**config.mk**
```make
export PLATFORM = sky130hd
export DESIGN_NAME = netpbm_header_parser_flat
export DESIGN_NICKNAME = d
export VERILOG_FILES = /design/src/rtl/core/nhp_pkg.sv /design/src/rtl/core/nhp_if.sv /design/src/rtl/core/nhp_datapath.sv /design/src/rtl/core/nhp_control.sv /design/src/rtl/core/netpbm_header_parser.sv /design/src/flat_wrapper.sv
export SDC_FILE = /design/constraint.sdc
export NUM_CORES = 2
export LEC_CHECK = 0
export BUFFER_PORTS_ARGS = -buffer_cell sky130_fd_sc_hd__buf_4
export CORE_MARGIN = 8
export CORE_UTILIZATION = 48
export DETAILED_ROUTE_END_ITERATION = 16
export GPL_TIMING_DRIVEN = 0
export SLEW_MARGIN = 20
export SYNTH_ARGS = -nofsm -noshare
export SYNTH_HDL_FRONTEND = slang
export SYNTH_SLANG_ARGS = --single-unit
export TNS_END_PERCENT = 10
```
**constraint.sdc**
```tcl
create_clock -name clock -period 16.1 [get_ports clock]
set_input_delay 2.415 -clock clock [delete_from_list [all_inputs] [get_ports clock]]
set_output_delay 2.415 -clock clock [all_outputs]
set_load 0.02 [all_outputs]
```
**src/rtl/core/nhp_pkg.sv**
```systemverilog
// Shared types, constants and helpers for the Netpbm header parser.
package nhp_pkg;

   localparam int COUNT_WIDTH_DEF = 32;
   localparam int NUM_W = 21;
   localparam int DIM_W = 17;
   localparam int NEED_W = 36;
   localparam int PROD_W = 2 * DIM_W;

   localparam logic [NUM_W-1:0] DIM_LIMIT = NUM_W'(100000);
   localparam logic [NUM_W-1:0] MAXVAL_REQ = NUM_W'(255);
   localparam logic [NUM_W-1:0] DEPTH_MAX = NUM_W'(4);
   localparam logic [2:0] RGB_CH = 3'd3;

   // result status codes
   localparam logic [3:0] ST_OK = 4'd0;
   localparam logic [3:0] ST_MAGIC = 4'd1;
   localparam logic [3:0] ST_ASCII = 4'd2;
   localparam logic [3:0] ST_UNSUP = 4'd3;
   localparam logic [3:0] ST_TOKEN = 4'd4;
   localparam logic [3:0] ST_NOT8 = 4'd5;
   localparam logic [3:0] ST_TRUNC = 4'd6;
   localparam logic [3:0] ST_PAMBAD = 4'd7;
   localparam logic [3:0] ST_PAMBIG = 4'd8;

   // format kinds
   localparam logic [1:0] FK_NONE = 2'd0;
   localparam logic [1:0] FK_GRAY = 2'd1;
   localparam logic [1:0] FK_RGB = 2'd2;
   localparam logic [1:0] FK_PAM = 2'd3;

   // accumulator operations
   localparam logic [1:0] ACC_HOLD = 2'd0;
   localparam logic [1:0] ACC_ZERO = 2'd1;
   localparam logic [1:0] ACC_DIGIT = 2'd2;
   localparam logic [1:0] ACC_STEP = 2'd3;

   // field select
   localparam logic [1:0] FS_W = 2'd0;
   localparam logic [1:0] FS_H = 2'd1;
   localparam logic [1:0] FS_D = 2'd2;
   localparam logic [1:0] FS_M = 2'd3;

   localparam logic [7:0] CH_NL = 8'h0A;
   localparam logic [7:0] CH_CR = 8'h0D;
   localparam logic [7:0] CH_TAB = 8'h09;
   localparam logic [7:0] CH_SP = 8'h20;
   localparam logic [7:0] CH_HASH = 8'h23;
   localparam logic [7:0] CH_MINUS = 8'h2D;
   localparam logic [7:0] CH_ZERO = 8'h30;
   localparam logic [7:0] CH_NINE = 8'h39;
   localparam logic [7:0] CH_P = 8'h50;

   localparam logic [47:0] KW_TEXT [5] = '{"WIDTH ", "HEIGHT", "DEPTH ", "MAXVAL", "ENDHDR"};
   localparam logic [2:0] KW_LEN [5] = '{3'd5, 3'd6, 3'd5, 3'd6, 3'd6};

   typedef struct packed {
      logic       take;
      logic       clear;
      logic [1:0] acc_op;
      logic       store_en;
      logic [1:0] store_sel;
      logic       store_zero;
      logic       mark_hdr;
      logic       count;
      logic [1:0] fmt;
      logic       ok;
   } cmd_type;

   typedef struct packed {
      logic acc_big;
      logic next_big;
      logic hold_is_max;
      logic step_is_max;
      logic wh_nz;
      logic pam_fields_bad;
      logic pam_big;
   } stat_type;

   function automatic logic is_ws(input logic [7:0] c);
      return c == CH_SP || c == CH_TAB || c == CH_CR || c == CH_NL;
   endfunction

   function automatic logic is_digit(input logic [7:0] c);
      return c >= CH_ZERO && c <= CH_NINE;
   endfunction

endpackage

```
**src/rtl/core/nhp_if.sv**
```systemverilog
// Word channel interfaces for file bytes in and parse results out.
interface nhp_req_if;
   logic       valid;
   logic       ready;
   logic [7:0] data_byte;
   logic       end_of_file;
   modport source (output valid, data_byte, end_of_file, input ready);
   modport sink (input valid, data_byte, end_of_file, output ready);
endinterface

interface nhp_rsp_if;
   logic        valid;
   logic        ready;
   logic [3:0]  status;
   logic        data_short;
   logic [16:0] image_width;
   logic [16:0] image_height;
   logic [2:0]  channels;
   logic [31:0] header_length;
   logic [35:0] pixel_bytes;
   modport source (output valid, status, data_short, image_width, image_height, channels,
                   header_length, pixel_bytes, input ready);
   modport sink (input valid, status, data_short, image_width, image_height, channels,
                 header_length, pixel_bytes, output ready);
endinterface

```
**src/rtl/core/nhp_datapath.sv**
```systemverilog
// Datapath: number accumulator, header fields, byte counters, size multiplier.
module nhp_datapath #(
   parameter int COUNT_WIDTH = nhp_pkg::COUNT_WIDTH_DEF
) (
   input  logic                clock,
   input  logic                reset,
   input  logic [7:0]          data_byte,
   input  nhp_pkg::cmd_type    cmd,
   output nhp_pkg::stat_type   stat,
   output logic                data_short,
   output logic [16:0]         image_width,
   output logic [16:0]         image_height,
   output logic [2:0]          channels,
   output logic [31:0]         header_length,
   output logic [35:0]         pixel_bytes
);
   import nhp_pkg::*;

   localparam int CMP_W = (COUNT_WIDTH > NEED_W) ? COUNT_WIDTH : NEED_W;
   localparam int HL_W = (COUNT_WIDTH > 32) ? COUNT_WIDTH : 32;
   localparam logic [COUNT_WIDTH-1:0] CNT_MAX = '1;

   logic [NUM_W-1:0] acc_ff, acc_in, w_ff, w_in, h_ff, h_in, d_ff, d_in, m_ff, m_in;
   logic [COUNT_WIDTH-1:0] bpos_ff, bpos_in, hdr_ff, hdr_in, pay_ff, pay_in;
   logic [PROD_W-1:0] prod_ff, prod_in;
   logic [NEED_W-1:0] need_ff, need_in;
   logic [3:0] digit;
   logic [NUM_W+3:0] step_wide;
   logic [NUM_W-1:0] store_val;
   logic [2:0] ch;

   assign digit = 4'(data_byte - CH_ZERO);
   assign step_wide = {4'b0, acc_ff} * (NUM_W+4)'(10) + (NUM_W+4)'(digit);

   always_comb begin
      case (cmd.acc_op)
         ACC_ZERO:  acc_in = '0;
         ACC_DIGIT: acc_in = NUM_W'(digit);
         ACC_STEP:  acc_in = step_wide[NUM_W-1:0];
         default:   acc_in = acc_ff;
      endcase
   end

   assign stat.acc_big = acc_ff > DIM_LIMIT;
   assign stat.next_big = step_wide > (NUM_W+4)'(DIM_LIMIT);
   assign stat.hold_is_max = acc_ff == MAXVAL_REQ;
   assign stat.step_is_max = step_wide == (NUM_W+4)'(MAXVAL_REQ);
   assign stat.wh_nz = (w_ff != '0) && (h_ff != '0);
   assign stat.pam_fields_bad = (w_ff == '0) || (h_ff == '0) || (d_ff == '0) ||
                                (d_ff > DEPTH_MAX) || (m_ff != MAXVAL_REQ);
   assign stat.pam_big = (w_ff > DIM_LIMIT) || (h_ff > DIM_LIMIT);

   assign store_val = cmd.store_zero ? '0 : acc_in;
   assign bpos_in = (bpos_ff == CNT_MAX) ? bpos_ff : bpos_ff + 1'b1;

   always_comb begin
      w_in = w_ff;
      h_in = h_ff;
      d_in = d_ff;
      m_in = m_ff;
      if (cmd.store_en) begin
         case (cmd.store_sel)
            FS_W:    w_in = store_val;
            FS_H:    h_in = store_val;
            FS_D:    d_in = store_val;
            default: m_in = store_val;
         endcase
      end
      hdr_in = cmd.mark_hdr ? bpos_in : hdr_ff;
      pay_in = (cmd.count && pay_ff != CNT_MAX) ? pay_ff + 1'b1 : pay_ff;
   end

   always_comb begin
      case (cmd.fmt)
         FK_GRAY: ch = 3'd1;
         FK_RGB:  ch = RGB_CH;
         default: ch = d_ff[2:0];
      endcase
   end

   assign prod_in = w_ff[DIM_W-1:0] * h_ff[DIM_W-1:0];
   assign need_in = NEED_W'(prod_ff) * NEED_W'(ch);

   always_ff @(posedge clock) begin
      prod_ff <= prod_in;
      need_ff <= need_in;
      if (reset || cmd.clear) begin
         acc_ff <= '0;
         w_ff <= '0;
         h_ff <= '0;
         d_ff <= '0;
         m_ff <= '0;
         bpos_ff <= '0;
         hdr_ff <= '0;
         pay_ff <= '0;
      end else if (cmd.take) begin
         acc_ff <= acc_in;
         w_ff <= w_in;
         h_ff <= h_in;
         d_ff <= d_in;
         m_ff <= m_in;
         bpos_ff <= bpos_in;
         hdr_ff <= hdr_in;
         pay_ff <= pay_in;
      end
   end

   assign data_short = cmd.ok && (CMP_W'(pay_ff) < CMP_W'(need_ff));
   assign image_width = cmd.ok ? w_ff[DIM_W-1:0] : '0;
   assign image_height = cmd.ok ? h_ff[DIM_W-1:0] : '0;
   assign channels = cmd.ok ? ch : '0;
   assign header_length = !cmd.ok ? '0 :
                          (HL_W'(hdr_ff) > HL_W'(32'hFFFF_FFFF)) ? 32'hFFFF_FFFF :
                          32'(hdr_ff);
   assign pixel_bytes = cmd.ok ? need_ff : '0;

endmodule

```
**src/rtl/core/nhp_control.sv**
```systemverilog
// Controller: parse phase machine, keyword matcher, error latch, result sequencing.
module nhp_control (
   input  logic              clock,
   input  logic              reset,
   input  logic              req_valid,
   input  logic [7:0]        data_byte,
   input  logic              end_of_file,
   output logic              req_ready,
   output logic              rsp_valid,
   input  logic              rsp_ready,
   input  nhp_pkg::stat_type stat,
   output nhp_pkg::cmd_type  cmd,
   output logic [3:0]        status
);
   import nhp_pkg::*;

   localparam logic [3:0] PH_MAGIC0 = 4'd0;
   localparam logic [3:0] PH_MAGIC1 = 4'd1;
   localparam logic [3:0] PH_SEP = 4'd2;
   localparam logic [3:0] PH_COMMENT = 4'd3;
   localparam logic [3:0] PH_NUM = 4'd4;
   localparam logic [3:0] PH_KEY = 4'd5;
   localparam logic [3:0] PH_PNUM = 4'd6;
   localparam logic [3:0] PH_SKIP = 4'd7;
   localparam logic [3:0] PH_END = 4'd8;
   localparam logic [3:0] PH_PAYLOAD = 4'd9;
   localparam logic [3:0] PH_ERROR = 4'd10;

   localparam logic [1:0] SQ_RUN = 2'd0;
   localparam logic [1:0] SQ_W1 = 2'd1;
   localparam logic [1:0] SQ_W2 = 2'd2;
   localparam logic [1:0] SQ_OUT = 2'd3;

   localparam int KW_W = 0;
   localparam int KW_H = 1;
   localparam int KW_D = 2;
   localparam int KW_M = 3;
   localparam int KW_E = 4;

   localparam int NF_NEG = 0;
   localparam int NF_HAVE = 1;
   localparam int NF_OVF = 2;

   logic [3:0] ph_ff, ph_in, err_ff, err_in, inv_ff, inv_in;
   logic [1:0] fk_ff, fk_in, ti_ff, ti_in, seq_ff, seq_in;
   logic       prev_ff, prev_in;
   logic [2:0] lp_ff, lp_in, nf_ff, nf_in;
   logic [4:0] km_ff, km_in;
   logic       take, done, do_pnm, do_pam, pnm_ok, pam_bad, is_nl;
   logic [7:0] c;

   function automatic logic [3:0] latch_err(input logic [3:0] cur, input logic [3:0] code);
      return (cur == ST_OK) ? code : cur;
   endfunction

   assign c = data_byte;
   assign is_nl = c == CH_NL;
   assign take = req_valid && req_ready;
   assign done = rsp_valid && rsp_ready;
   assign req_ready = seq_ff == SQ_RUN;
   assign rsp_valid = seq_ff == SQ_OUT;
   assign status = err_ff;

   always_comb begin
      ph_in = ph_ff;
      err_in = err_ff;
      inv_in = inv_ff;
      fk_in = fk_ff;
      ti_in = ti_ff;
      lp_in = lp_ff;
      nf_in = nf_ff;
      km_in = km_ff;
      prev_in = is_nl;
      do_pnm = 1'b0;
      do_pam = 1'b0;
      pnm_ok = 1'b0;
      cmd = '0;
      cmd.acc_op = ACC_HOLD;
      pam_bad = inv_ff != 4'd0 || stat.pam_fields_bad;

      case (ph_ff)
         PH_MAGIC0: begin
            if (c != CH_P) begin
               err_in = latch_err(err_in, ST_MAGIC);
               ph_in = PH_ERROR;
            end else begin
               ph_in = PH_MAGIC1;
            end
         end
         PH_MAGIC1: begin
            if (c inside {["1":"4"]}) begin
               err_in = latch_err(err_in, ST_ASCII);
               ph_in = PH_ERROR;
            end else if (c == "5") begin
               fk_in = FK_GRAY;
               ph_in = PH_SEP;
            end else if (c == "6") begin
               fk_in = FK_RGB;
               ph_in = PH_SEP;
            end else if (c == "7") begin
               fk_in = FK_PAM;
               ph_in = PH_KEY;
               lp_in = '0;
               km_in = '1;
            end else begin
               err_in = latch_err(err_in, ST_UNSUP);
               ph_in = PH_ERROR;
            end
         end
         PH_SEP: begin
            if (c == CH_HASH && ti_ff != 2'd0 && prev_ff) begin
               ph_in = PH_COMMENT;
            end else if (is_ws(c)) begin
               ph_in = PH_SEP;
            end else if (is_digit(c)) begin
               cmd.acc_op = ACC_DIGIT;
               ph_in = PH_NUM;
            end else begin
               err_in = latch_err(err_in, ST_TOKEN);
               ph_in = PH_ERROR;
            end
         end
         PH_COMMENT: begin
            if (is_nl) ph_in = PH_SEP;
         end
         PH_NUM: begin
            if (is_digit(c)) begin
               cmd.acc_op = ACC_STEP;
               if (stat.next_big) begin
                  err_in = latch_err(err_in, ST_TOKEN);
                  ph_in = PH_ERROR;
               end
            end else begin
               do_pnm = 1'b1;
               if (ti_ff >= 2'd2) begin
                  if (!(stat.wh_nz && stat.hold_is_max)) begin
                     err_in = latch_err(err_in, ST_NOT8);
                     ph_in = PH_ERROR;
                  end else if (is_ws(c)) begin
                     cmd.mark_hdr = 1'b1;
                     ph_in = PH_PAYLOAD;
                  end else begin
                     err_in = latch_err(err_in, ST_TOKEN);
                     ph_in = PH_ERROR;
                  end
               end else if (is_ws(c)) begin
                  ph_in = PH_SEP;
               end else begin
                  err_in = latch_err(err_in, ST_TOKEN);
                  ph_in = PH_ERROR;
               end
            end
         end
         PH_KEY: begin
            if (is_nl) begin
               ph_in = PH_KEY;
               lp_in = '0;
               km_in = '1;
            end else begin
               if (lp_ff < 3'd6) begin
                  for (int k = 0; k < 5; k++) begin
                     if (km_ff[k] && lp_ff < KW_LEN[k] &&
                         KW_TEXT[k][47 - 8 * lp_ff -: 8] != c)
                        km_in[k] = 1'b0;
                  end
               end
               if (km_in == 5'd0) begin
                  ph_in = PH_SKIP;
               end else if (lp_ff == 3'd5 && km_in[KW_E]) begin
                  ph_in = PH_END;
               end else if ((lp_ff == 3'd6 && (km_in[KW_W] || km_in[KW_D])) ||
                            (lp_ff == 3'd7 && (km_in[KW_H] || km_in[KW_M]))) begin
                  nf_in = '0;
                  cmd.acc_op = ACC_ZERO;
                  if (c == CH_MINUS) begin
                     nf_in[NF_NEG] = 1'b1;
                     ph_in = PH_PNUM;
                  end else if (is_digit(c)) begin
                     cmd.acc_op = ACC_DIGIT;
                     nf_in[NF_HAVE] = 1'b1;
                     ph_in = PH_PNUM;
                  end else begin
                     do_pam = 1'b1;
                     ph_in = PH_SKIP;
                  end
               end else if (lp_ff < 3'd7) begin
                  lp_in = lp_ff + 3'd1;
               end
            end
         end
         PH_PNUM: begin
            if (is_digit(c)) begin
               if (stat.acc_big) begin
                  nf_in[NF_OVF] = 1'b1;
                  do_pam = 1'b1;
                  ph_in = PH_SKIP;
               end else begin
                  cmd.acc_op = ACC_STEP;
                  nf_in[NF_HAVE] = 1'b1;
               end
            end else begin
               do_pam = 1'b1;
               if (is_nl) begin
                  ph_in = PH_KEY;
                  lp_in = '0;
                  km_in = '1;
               end else begin
                  ph_in = PH_SKIP;
               end
            end
         end
         PH_SKIP: begin
            if (is_nl) begin
               ph_in = PH_KEY;
               lp_in = '0;
               km_in = '1;
            end
         end
         PH_END: begin
            if (is_nl) begin
               cmd.mark_hdr = 1'b1;
               if (pam_bad) begin
                  err_in = latch_err(err_in, ST_PAMBAD);
                  ph_in = PH_ERROR;
               end else if (stat.pam_big) begin
                  err_in = latch_err(err_in, ST_PAMBIG);
                  ph_in = PH_ERROR;
               end else begin
                  ph_in = PH_PAYLOAD;
               end
            end
         end
         PH_PAYLOAD: cmd.count = 1'b1;
         default: ;
      endcase

      if (ph_ff == PH_MAGIC0 && end_of_file) begin
         err_in = latch_err(err_in, ST_MAGIC);
         ph_in = PH_ERROR;
      end

      // end of file: close whatever the header was in the middle of
      if (end_of_file) begin
         case (ph_in)
            PH_SEP, PH_COMMENT: begin
               err_in = latch_err(err_in, ST_NOT8);
            end
            PH_NUM: begin
               do_pnm = 1'b1;
               case (cmd.acc_op)
                  ACC_HOLD: pnm_ok = stat.wh_nz && stat.hold_is_max;
                  ACC_STEP: pnm_ok = stat.wh_nz && stat.step_is_max;
                  default:  pnm_ok = 1'b0;
               endcase
               if (ti_ff >= 2'd2 && pnm_ok) err_in = latch_err(err_in, ST_TRUNC);
               else err_in = latch_err(err_in, ST_NOT8);
            end
            PH_KEY, PH_PNUM, PH_SKIP, PH_MAGIC1: begin
               err_in = latch_err(err_in, ST_TRUNC);
            end
            PH_END: begin
               cmd.mark_hdr = 1'b1;
               if (pam_bad) err_in = latch_err(err_in, ST_PAMBAD);
               else if (stat.pam_big) err_in = latch_err(err_in, ST_PAMBIG);
            end
            default: ;
         endcase
      end

      if (do_pnm) begin
         cmd.store_en = 1'b1;
         cmd.store_sel = (ti_ff == 2'd0) ? FS_W : (ti_ff == 2'd1) ? FS_H : FS_D;
         if (ti_ff < 2'd3) ti_in = ti_ff + 2'd1;
      end

      // the field is picked by the keyword of the current line
      if (do_pam) begin
         cmd.store_zero = !nf_in[NF_HAVE] || nf_in[NF_OVF] || nf_in[NF_NEG];
         cmd.store_en = km_ff[KW_W] || km_ff[KW_H] || km_ff[KW_D] || km_ff[KW_M];
         cmd.store_sel = km_ff[KW_W] ? FS_W : km_ff[KW_H] ? FS_H : km_ff[KW_D] ? FS_D : FS_M;
         if (cmd.store_en) inv_in[cmd.store_sel] = cmd.store_zero;
      end

      case (seq_ff)
         SQ_RUN:  seq_in = (take && end_of_file) ? SQ_W1 : SQ_RUN;
         SQ_W1:   seq_in = SQ_W2;
         SQ_W2:   seq_in = SQ_OUT;
         default: seq_in = done ? SQ_RUN : SQ_OUT;
      endcase

      cmd.take = take;
      cmd.clear = done;
      cmd.fmt = fk_ff;
      cmd.ok = err_ff == ST_OK;
   end

   always_ff @(posedge clock) begin
      if (reset || done) begin
         ph_ff <= PH_MAGIC0;
         err_ff <= ST_OK;
         inv_ff <= '0;
         fk_ff <= FK_NONE;
         ti_ff <= '0;
         lp_ff <= '0;
         nf_ff <= '0;
         km_ff <= '1;
         prev_ff <= 1'b0;
      end else if (take) begin
         ph_ff <= ph_in;
         err_ff <= err_in;
         inv_ff <= inv_in;
         fk_ff <= fk_in;
         ti_ff <= ti_in;
         lp_ff <= lp_in;
         nf_ff <= nf_in;
         km_ff <= km_in;
         prev_ff <= prev_in;
      end
      if (reset) seq_ff <= SQ_RUN;
      else seq_ff <= seq_in;
   end

endmodule

```
**src/rtl/core/netpbm_header_parser.sv**
```systemverilog
// Top level: streaming Netpbm P5/P6/P7 header parser with payload size check.
// Throughput: one file byte per cycle while a file streams in.
// The byte flagged end_of_file is followed by the size multiply in states SQ_W1
// (width*height) and SQ_W2 (*channels); the result word is then held until taken.
// No byte is accepted from end_of_file until the result word is taken.
// Synchronous active-high reset; the parser also returns to reset after each result.
module netpbm_header_parser #(
   parameter int COUNT_WIDTH = nhp_pkg::COUNT_WIDTH_DEF
) (
   input  logic      clock,
   input  logic      reset,
   nhp_req_if.sink   req_if,
   nhp_rsp_if.source rsp_if
);
   import nhp_pkg::*;

   cmd_type  cmd;
   stat_type stat;

   nhp_control u_control (
      .clock       (clock),
      .reset       (reset),
      .req_valid   (req_if.valid),
      .data_byte   (req_if.data_byte),
      .end_of_file (req_if.end_of_file),
      .req_ready   (req_if.ready),
      .rsp_valid   (rsp_if.valid),
      .rsp_ready   (rsp_if.ready),
      .stat        (stat),
      .cmd         (cmd),
      .status      (rsp_if.status)
   );

   nhp_datapath #(.COUNT_WIDTH(COUNT_WIDTH)) u_datapath (
      .clock         (clock),
      .reset         (reset),
      .data_byte     (req_if.data_byte),
      .cmd           (cmd),
      .stat          (stat),
      .data_short    (rsp_if.data_short),
      .image_width   (rsp_if.image_width),
      .image_height  (rsp_if.image_height),
      .channels      (rsp_if.channels),
      .header_length (rsp_if.header_length),
      .pixel_bytes   (rsp_if.pixel_bytes)
   );

   a_no_take_while_out: assert property (@(posedge clock) disable iff (reset)
      rsp_if.valid |-> !req_if.ready)
      else $error("byte accepted while result pending");

   a_single_result: assert property (@(posedge clock) disable iff (reset)
      (rsp_if.valid && rsp_if.ready) |=> !rsp_if.valid)
      else $error("result repeated");

   a_ok_has_channels: assert property (@(posedge clock) disable iff (reset)
      (rsp_if.valid && rsp_if.status == ST_OK) |-> rsp_if.channels != 3'd0)
      else $error("ok result without channels");

endmodule
```
**src/flat_wrapper.sv**
```systemverilog
// flat-port wrapper written by rule: the top's interface ports become plain ports
module netpbm_header_parser_flat import nhp_pkg::*;
#(
   parameter int COUNT_WIDTH = nhp_pkg::COUNT_WIDTH_DEF
)
  (clock, reset, req_if_valid, req_if_data_byte, req_if_end_of_file, req_if_ready, rsp_if_valid, rsp_if_status, rsp_if_data_short, rsp_if_image_width, rsp_if_image_height, rsp_if_channels, rsp_if_header_length, rsp_if_pixel_bytes, rsp_if_ready);
  nhp_req_if req_if_i ();
  nhp_rsp_if rsp_if_i ();
  input  logic clock;
  input  logic reset;
  input wire logic [$bits(req_if_i.valid)-1:0] req_if_valid;
  input wire logic [$bits(req_if_i.data_byte)-1:0] req_if_data_byte;
  input wire logic [$bits(req_if_i.end_of_file)-1:0] req_if_end_of_file;
  output wire logic [$bits(req_if_i.ready)-1:0] req_if_ready;
  output wire logic [$bits(rsp_if_i.valid)-1:0] rsp_if_valid;
  output wire logic [$bits(rsp_if_i.status)-1:0] rsp_if_status;
  output wire logic [$bits(rsp_if_i.data_short)-1:0] rsp_if_data_short;
  output wire logic [$bits(rsp_if_i.image_width)-1:0] rsp_if_image_width;
  output wire logic [$bits(rsp_if_i.image_height)-1:0] rsp_if_image_height;
  output wire logic [$bits(rsp_if_i.channels)-1:0] rsp_if_channels;
  output wire logic [$bits(rsp_if_i.header_length)-1:0] rsp_if_header_length;
  output wire logic [$bits(rsp_if_i.pixel_bytes)-1:0] rsp_if_pixel_bytes;
  input wire logic [$bits(rsp_if_i.ready)-1:0] rsp_if_ready;
  assign req_if_i.valid = req_if_valid;
  assign req_if_i.data_byte = req_if_data_byte;
  assign req_if_i.end_of_file = req_if_end_of_file;
  assign req_if_ready = req_if_i.ready;
  assign rsp_if_valid = rsp_if_i.valid;
  assign rsp_if_status = rsp_if_i.status;
  assign rsp_if_data_short = rsp_if_i.data_short;
  assign rsp_if_image_width = rsp_if_i.image_width;
  assign rsp_if_image_height = rsp_if_i.image_height;
  assign rsp_if_channels = rsp_if_i.channels;
  assign rsp_if_header_length = rsp_if_i.header_length;
  assign rsp_if_pixel_bytes = rsp_if_i.pixel_bytes;
  assign rsp_if_i.ready = rsp_if_ready;
  netpbm_header_parser #(.COUNT_WIDTH(COUNT_WIDTH)) u_core (.clock(clock), .reset(reset), .req_if(req_if_i), .rsp_if(rsp_if_i));
endmodule
```
=== Yosys cells after proc, flatten, opt, wreduce, memory -nomap -nowiden ===
Index checks and enable logic that the tools add are counted.

* Add/sub/neg operators: 7
* Multipliers: 3
* Divide/modulo/power cells: 0
* Order comparisons: 18
* Equal/unequal tests: 60
* Shift-type cells: 5
* Multiplexer cells: 168
* Bitwise gates (word level): 2
* Reduce and logical (&&, ||, !) cells: 79

{| class="wikitable"
|+ Operator list
! operator !! count
|-
| indexed part select 55 x 33 -> 8 bit, first input constant || 5
|-
| two-way mux 4 bit || 56
|-
| two-way mux 32 bit || 3
|-
| adder 32 x 1 -> 32 bit, second input constant || 2
|-
| > comparator 21 x 17 -> 1 bit, second input constant || 3
|-
| zero test 21 bit || 3
|-
| one-hot mux 21 bit (3 select lines) || 1
|-
| two-way mux 2 bit || 26
|-
| two-way mux 3 bit || 17
|-
| two-way mux 5 bit || 10
|-
| == test 8 x 6 -> 1 bit, second input constant || 6
|-
| nonzero test 21 bit || 2
|-
| != test 8 bit || 5
|-
| two-way mux 1 bit || 37
|-
| < comparator 32 x 36 -> 1 bit || 1
|-
| multiplier 34 x 3 -> 36 bit || 1
|-
| two-way mux 36 bit || 1
|-
| one-hot mux 4 bit (9 select lines) || 1
|-
| multiplier 17 x 17 -> 34 bit || 1
|-
| two-way mux 17 bit || 2
|-
| == test 32 bit, second input constant || 1
|-
| == test 4 x 3 -> 1 bit, second input constant || 8
|-
| > comparator 32 bit, second input constant || 1
|-
| != test 32 bit, second input constant || 1
|-
| 58 further kinds || 148
|}

* Bits in registers: 301
* Latch bits: 0
* RAM bits: 0
* Memory bits (read-only): 0
* Input bits: 13
* Output and inout bits: 112
* Memories kept: 0

=== Longest topological paths before layout ===
* Depth in word-level cells: 26
* Mapped depth: 28
* Gate-level depth less buffers: 27

=== Modules after synthesis ===
A second synthesis with hierarchy kept.

* Cells, all modules: 3674
* Area, all modules: 29434.5 um2

{| class="wikitable"
|+ By module, submodules not included
! module !! times used !! cells each !! area each (um2) !! sequential area each (um2)
|-
| nhp_datapath || 1 || 3199 || 26093.8 || 5425.2
|-
| nhp_control || 1 || 475 || 3340.7 || 600.6
|}

=== Worst setup path after synthesis ===
OpenSTA, ideal clock, no wires.

* Kind: register to register
* Start: register u_core.u_datapath.w_ff[1]
* End: register u_core.u_datapath.prod_ff[30]
* Library setup time: 124 ps
* Arrival: 6359 ps
* Data required time: 15976 ps
* Path slack: 9617 ps
* Stages on the path, launching flop included: 26
* Buffers on the path: 2
* Period minus slack after synthesis: 6483 ps
* Path through: dfxtp_1 > clkbuf_1 > clkbuf_1 > nand2_1 > fa_1 > inv_1 > fa_1 > ha_1 > fa_1 > inv_1 > fa_1 > fa_1 > inv_1 > ha_1 > a21o_1 > a31oi_1 > o21ai_0 > a21oi_1 > o21ai_0 > a311oi_1 > nor3_1 > o31a_1 > a41o_1 > nor4_1 > nor2_1 > xor2_1

* Longest elaborated chain between the ends: 1

{| class="wikitable"
|+ RTL lines
! element !! RTL line !! text
|-
| start: declaration || nhp_datapath.sv:23 || <nowiki>logic [NUM_W-1:0] acc_ff, acc_in, w_ff, w_in, h_ff, h_in, d_ff, d_in, m_ff, m_in;</nowiki>
|-
| start signal: assignment || nhp_datapath.sv:98 || <nowiki>w_ff <= w_in;</nowiki>
|-
| multiplier 17 x 17 -> 34 bit || nhp_datapath.sv:81 || <nowiki>assign prod_in = w_ff[DIM_W-1:0] * h_ff[DIM_W-1:0];</nowiki>
|-
| via u_core.u_datapath.prod_in[30] || nhp_datapath.sv:25 || <nowiki>logic [PROD_W-1:0] prod_ff, prod_in;</nowiki>
|-
| end signal: assignment || nhp_datapath.sv:85 || <nowiki>prod_ff <= prod_in;</nowiki>
|-
| end: declaration || nhp_datapath.sv:25 ||
|}

The timed path passes the listed nets, and every way through them passes these cells.
A chain may end at the register's enable or synchronous reset.

=== Worst setup path in the final report ===
* Start: register u_core.u_datapath.w_ff[1]
* End: register u_core.u_datapath.prod_ff[32]

Same word-level chain as after synthesis.

==> qor.txt <==
status -> completed
CTS tree -> built
signal arrival time at the worst endpoint -> 8.83 ns
Yosys Warn Count -> 0
Synth Flop Type -> dfxtp_1
DRT Pass-1 Iters -> 6
Distinct cells, synth -> 97
CTS Hold Bufs -> 0
post-detail-place hpwl -> 67.08 mm
Post-synth top cells -> nand2_1 (568), inv_1 (401), dfxtp_1 (301)
most used cell, CP -> fa_1
initial antenna violation count -> 3
final setup TNS -> 0 ns
core area -> 60360 µm²
die area -> 69260 µm²
Comb pwr share -> 18.6%
Cell Pwr Density -> 62.70 nW/µm²
Fmax achieved -> 118.5 MHz
Avg WL per Cell -> 18.38 µm
top cell type's share of synthesized area -> 20.55%
crit-path max FO -> 11
#FFs+latches synth -> 301
Seq/Total Area, Yosys -> 20.55%
Root Buffer -> clkbuf_16
design area -> 32530 µm²
Peak VDD IR -> 0.07205 mV
layout cells sized above 1 -> 6.721%
clk_skew -> 0.02759 ns
Seq pwr share -> 38.2%
Netlist Area Pre-Place -> 29330 µm²
relative slew slack -> 23.33%
crit-path max cell delay -> 0.69 ns
ys async rst share -> 0%
Clock Sinks -> 301
GR Overflow Total -> 0
Post-CTS Resized -> 0
clock tree buffer depth -> 3
HP Class -> reg -> reg
fin crit period -> 8.438 ns
final cell count without fillers -> 4594
Final Util -> 53.89%
critical path required time -> 16.49 ns
Worst Max-Slew Pin Slew -> 1.121 ns
I/O pins -> 125
Finish-stage setup viols -> 0
CP Capture Type -> register
nets -> 4290
clk_lat worst skew -> 0.56 ns
Final ANT Viol Nets -> 0
dominant cell by count in the synthesized netlist -> nand2_1
Sw Ratio -> 30.89%
Sw Pwr -> 0.6300 mW
slowest CP cell -> clkbuf_1
Clk pwr share -> 43.2%
Reg clk slew, reported paths -> 0.06 ns
post-synth top area cell -> dfxtp_1
leakage power -> 14.88 nW
buffers inserted by post-CTS timing repair -> 0
H-tree depth -> 2
P&R area growth vs syn -> 10.91%
drt total wl -> 84.42 mm
syn nets -> 4130
dpl cell area -> 31220 µm²
synth top area cells -> dfxtp_1 (21%), fa_1 (18%), ha_1 (10%), nand2_1 (7.3%), inv_1 (5.1%)
crit start category -> register
number of global-route vias before repair -> 24870
vias -> 25170
number of flops mapped to enable cells by yosys -> 0
Die H -> 263.2 µm
ratio of final minimum period to clock period -> 52.41%
synthesized instance count -> 3621
Pwr Total -> 2.039 mW
first-pass GRT wire length -> 136.2 mm
DR vias/cell -> 5.478
P_int -> 1.409 mW
Num CTS Buffers -> 36
initial cell density of the core -> 48.59%
Port Buffer Count -> 122
placed cells -> 4525
CP Class -> reg -> reg
Avg Cell Area, Syn -> 8.099 µm²
Tot GR Track Use -> 24.05%
detailed-route DRC error count -> 0
largest net degree at the start of global routing -> 14
Detailed Route Iter0 Violations -> 1952
Final Max Tran Viols -> 0
RSZ-0062 raised after global routing -> no
Routability Congestion -> 0.9391
die width -> 263.2 µm
count of final hold-check violations -> 0
Cell Rows -> 90
Max Cap Violations -> 0
[cell type report]
class	count	area, µm²
Antenna cell	3	7.507
Buffer	194	792.0
Clock buffer	49	1031
Clock inverter	17	261.5
Fill cell	5932	27830
Inverter	401	1505
Multi-Input combinational cell	2725	21010
Sequential cell	301	6026
Tap cell	782	978.4
Timing Repair Buffer	122	915.9
[through the flow]
step / setup WS, ns / hold slack (ns)
4_1_cts: 7.812 / 0.4589
2_1_floorplan: 9.617 / 0.4329
3_5_place_dp: 7.851 / 0.4488
5_1_grt: 7.308 / 0.4774
6_report: 7.662 / 0.4573
3_3_place_gp: 7.809 / 0.4439
[worst max-delay path: cells and delay by family, from the launching register on]
| family | cells | cell delay (ns) |
|---|---|---|
| and+or+nand+nor | 4 | 0.73 |
| AOI/OAI and AO/OA | 9 | 2.73 |
| adders and majority gates | 7 | 3.16 |
| DFF | 1 | 0.35 |
| buffers and inverters | 5 | 1.29 |
[power by group through the flow]
stage	clock [mW]	sequential, mW	combinational, mW
finish	0.882	0.779	0.379
global route	0.925	0.781	0.411
CTS	0.897	0.779	0.375
detailed placement	0	0.795	0.374
global placement	0	0.795	0.373
floorplan	0	0.792	0.237
[cell families after synthesis]
kind of cell               after synthesis  synth area share (%)
and+or+nand+nor                       1444                 23.78
buffers and inverters                  595                 7.829
AOI/OAI and AO/OA                      523                 11.80
adders and majority gates              496                 27.79
DFF                                    301                 20.55
xor gates and xnor gates               164                 4.898
muxes                                   98                 3.358
[final timing paths]
| kind | start | endpoint | slack, ns | depth (start not counted) |
|---|---|---|---|---|
| min | u_core.u_control.km_ff[4] | u_core.u_control.km_ff[4] | 0.46 | 2 |
| min reg2reg | u_core.u_control.km_ff[4] | u_core.u_control.km_ff[4] | 0.46 | 2 |
| max | u_core.u_datapath.w_ff[1] | u_core.u_datapath.prod_ff[32] | 7.66 | 25 |
| max reg2reg | u_core.u_datapath.w_ff[1] | u_core.u_datapath.prod_ff[32] | 7.66 | 25 |
[registers in the layout (all words and copies together), names as in the netlist, 3 cells and up]
register,flops
u_core.u_datapath.acc_ff,21
u_core.u_control.km_ff,5
u_core.u_control.status,4
u_core.u_datapath.hdr_ff,32
u_core.u_datapath.w_ff,21
u_core.u_control.inv_ff,4
u_core.u_control.lp_ff,3
u_core.u_datapath.bpos_ff,32
u_core.u_datapath.prod_ff,34
u_core.u_control.ph_ff,4
u_core.u_datapath.h_ff,21
u_core.u_datapath.d_ff,21
u_core.u_datapath.pay_ff,32
u_core.u_datapath.m_ff,21
u_core.u_datapath.need_ff,36
u_core.u_control.nf_ff,3
[metal layers]
| layer | part of all wire (%) | track usage (%) |
|---|---|---|
| met1 | 48 | 34.48 |
| met2 | 43 | 37.55 |
| met3 | 7.2 | 3.999 |
| met4 | 2.0 | 5.710 |
| met5 | 0 | 0 |
[layout by cell type (no fill, tap or decap), drive strengths merged, types with 9 or more instances in the layout]
cell type,n
xnor2,88
clkbuf,210
and4,11
dfxtp,301
a21o,37
nand3,63
or4,19
a22oi,13
nor3,52
a31oi,24
o21ai,108
nor4,40
o211ai,19
or3,30
or2,12
nand4,49
inv,401
fa,259
nor2,292
a211oi,48
a22o,9
nand2b,25
and2,187
o21a,23
and3,27
ha,237
xor2,76
nor4b,11
buf,155
clkinv,9
mux2i,95
a21oi,141
o31ai,12
nor2b,29
nand2,568
(Power assumes the default switching activity.)
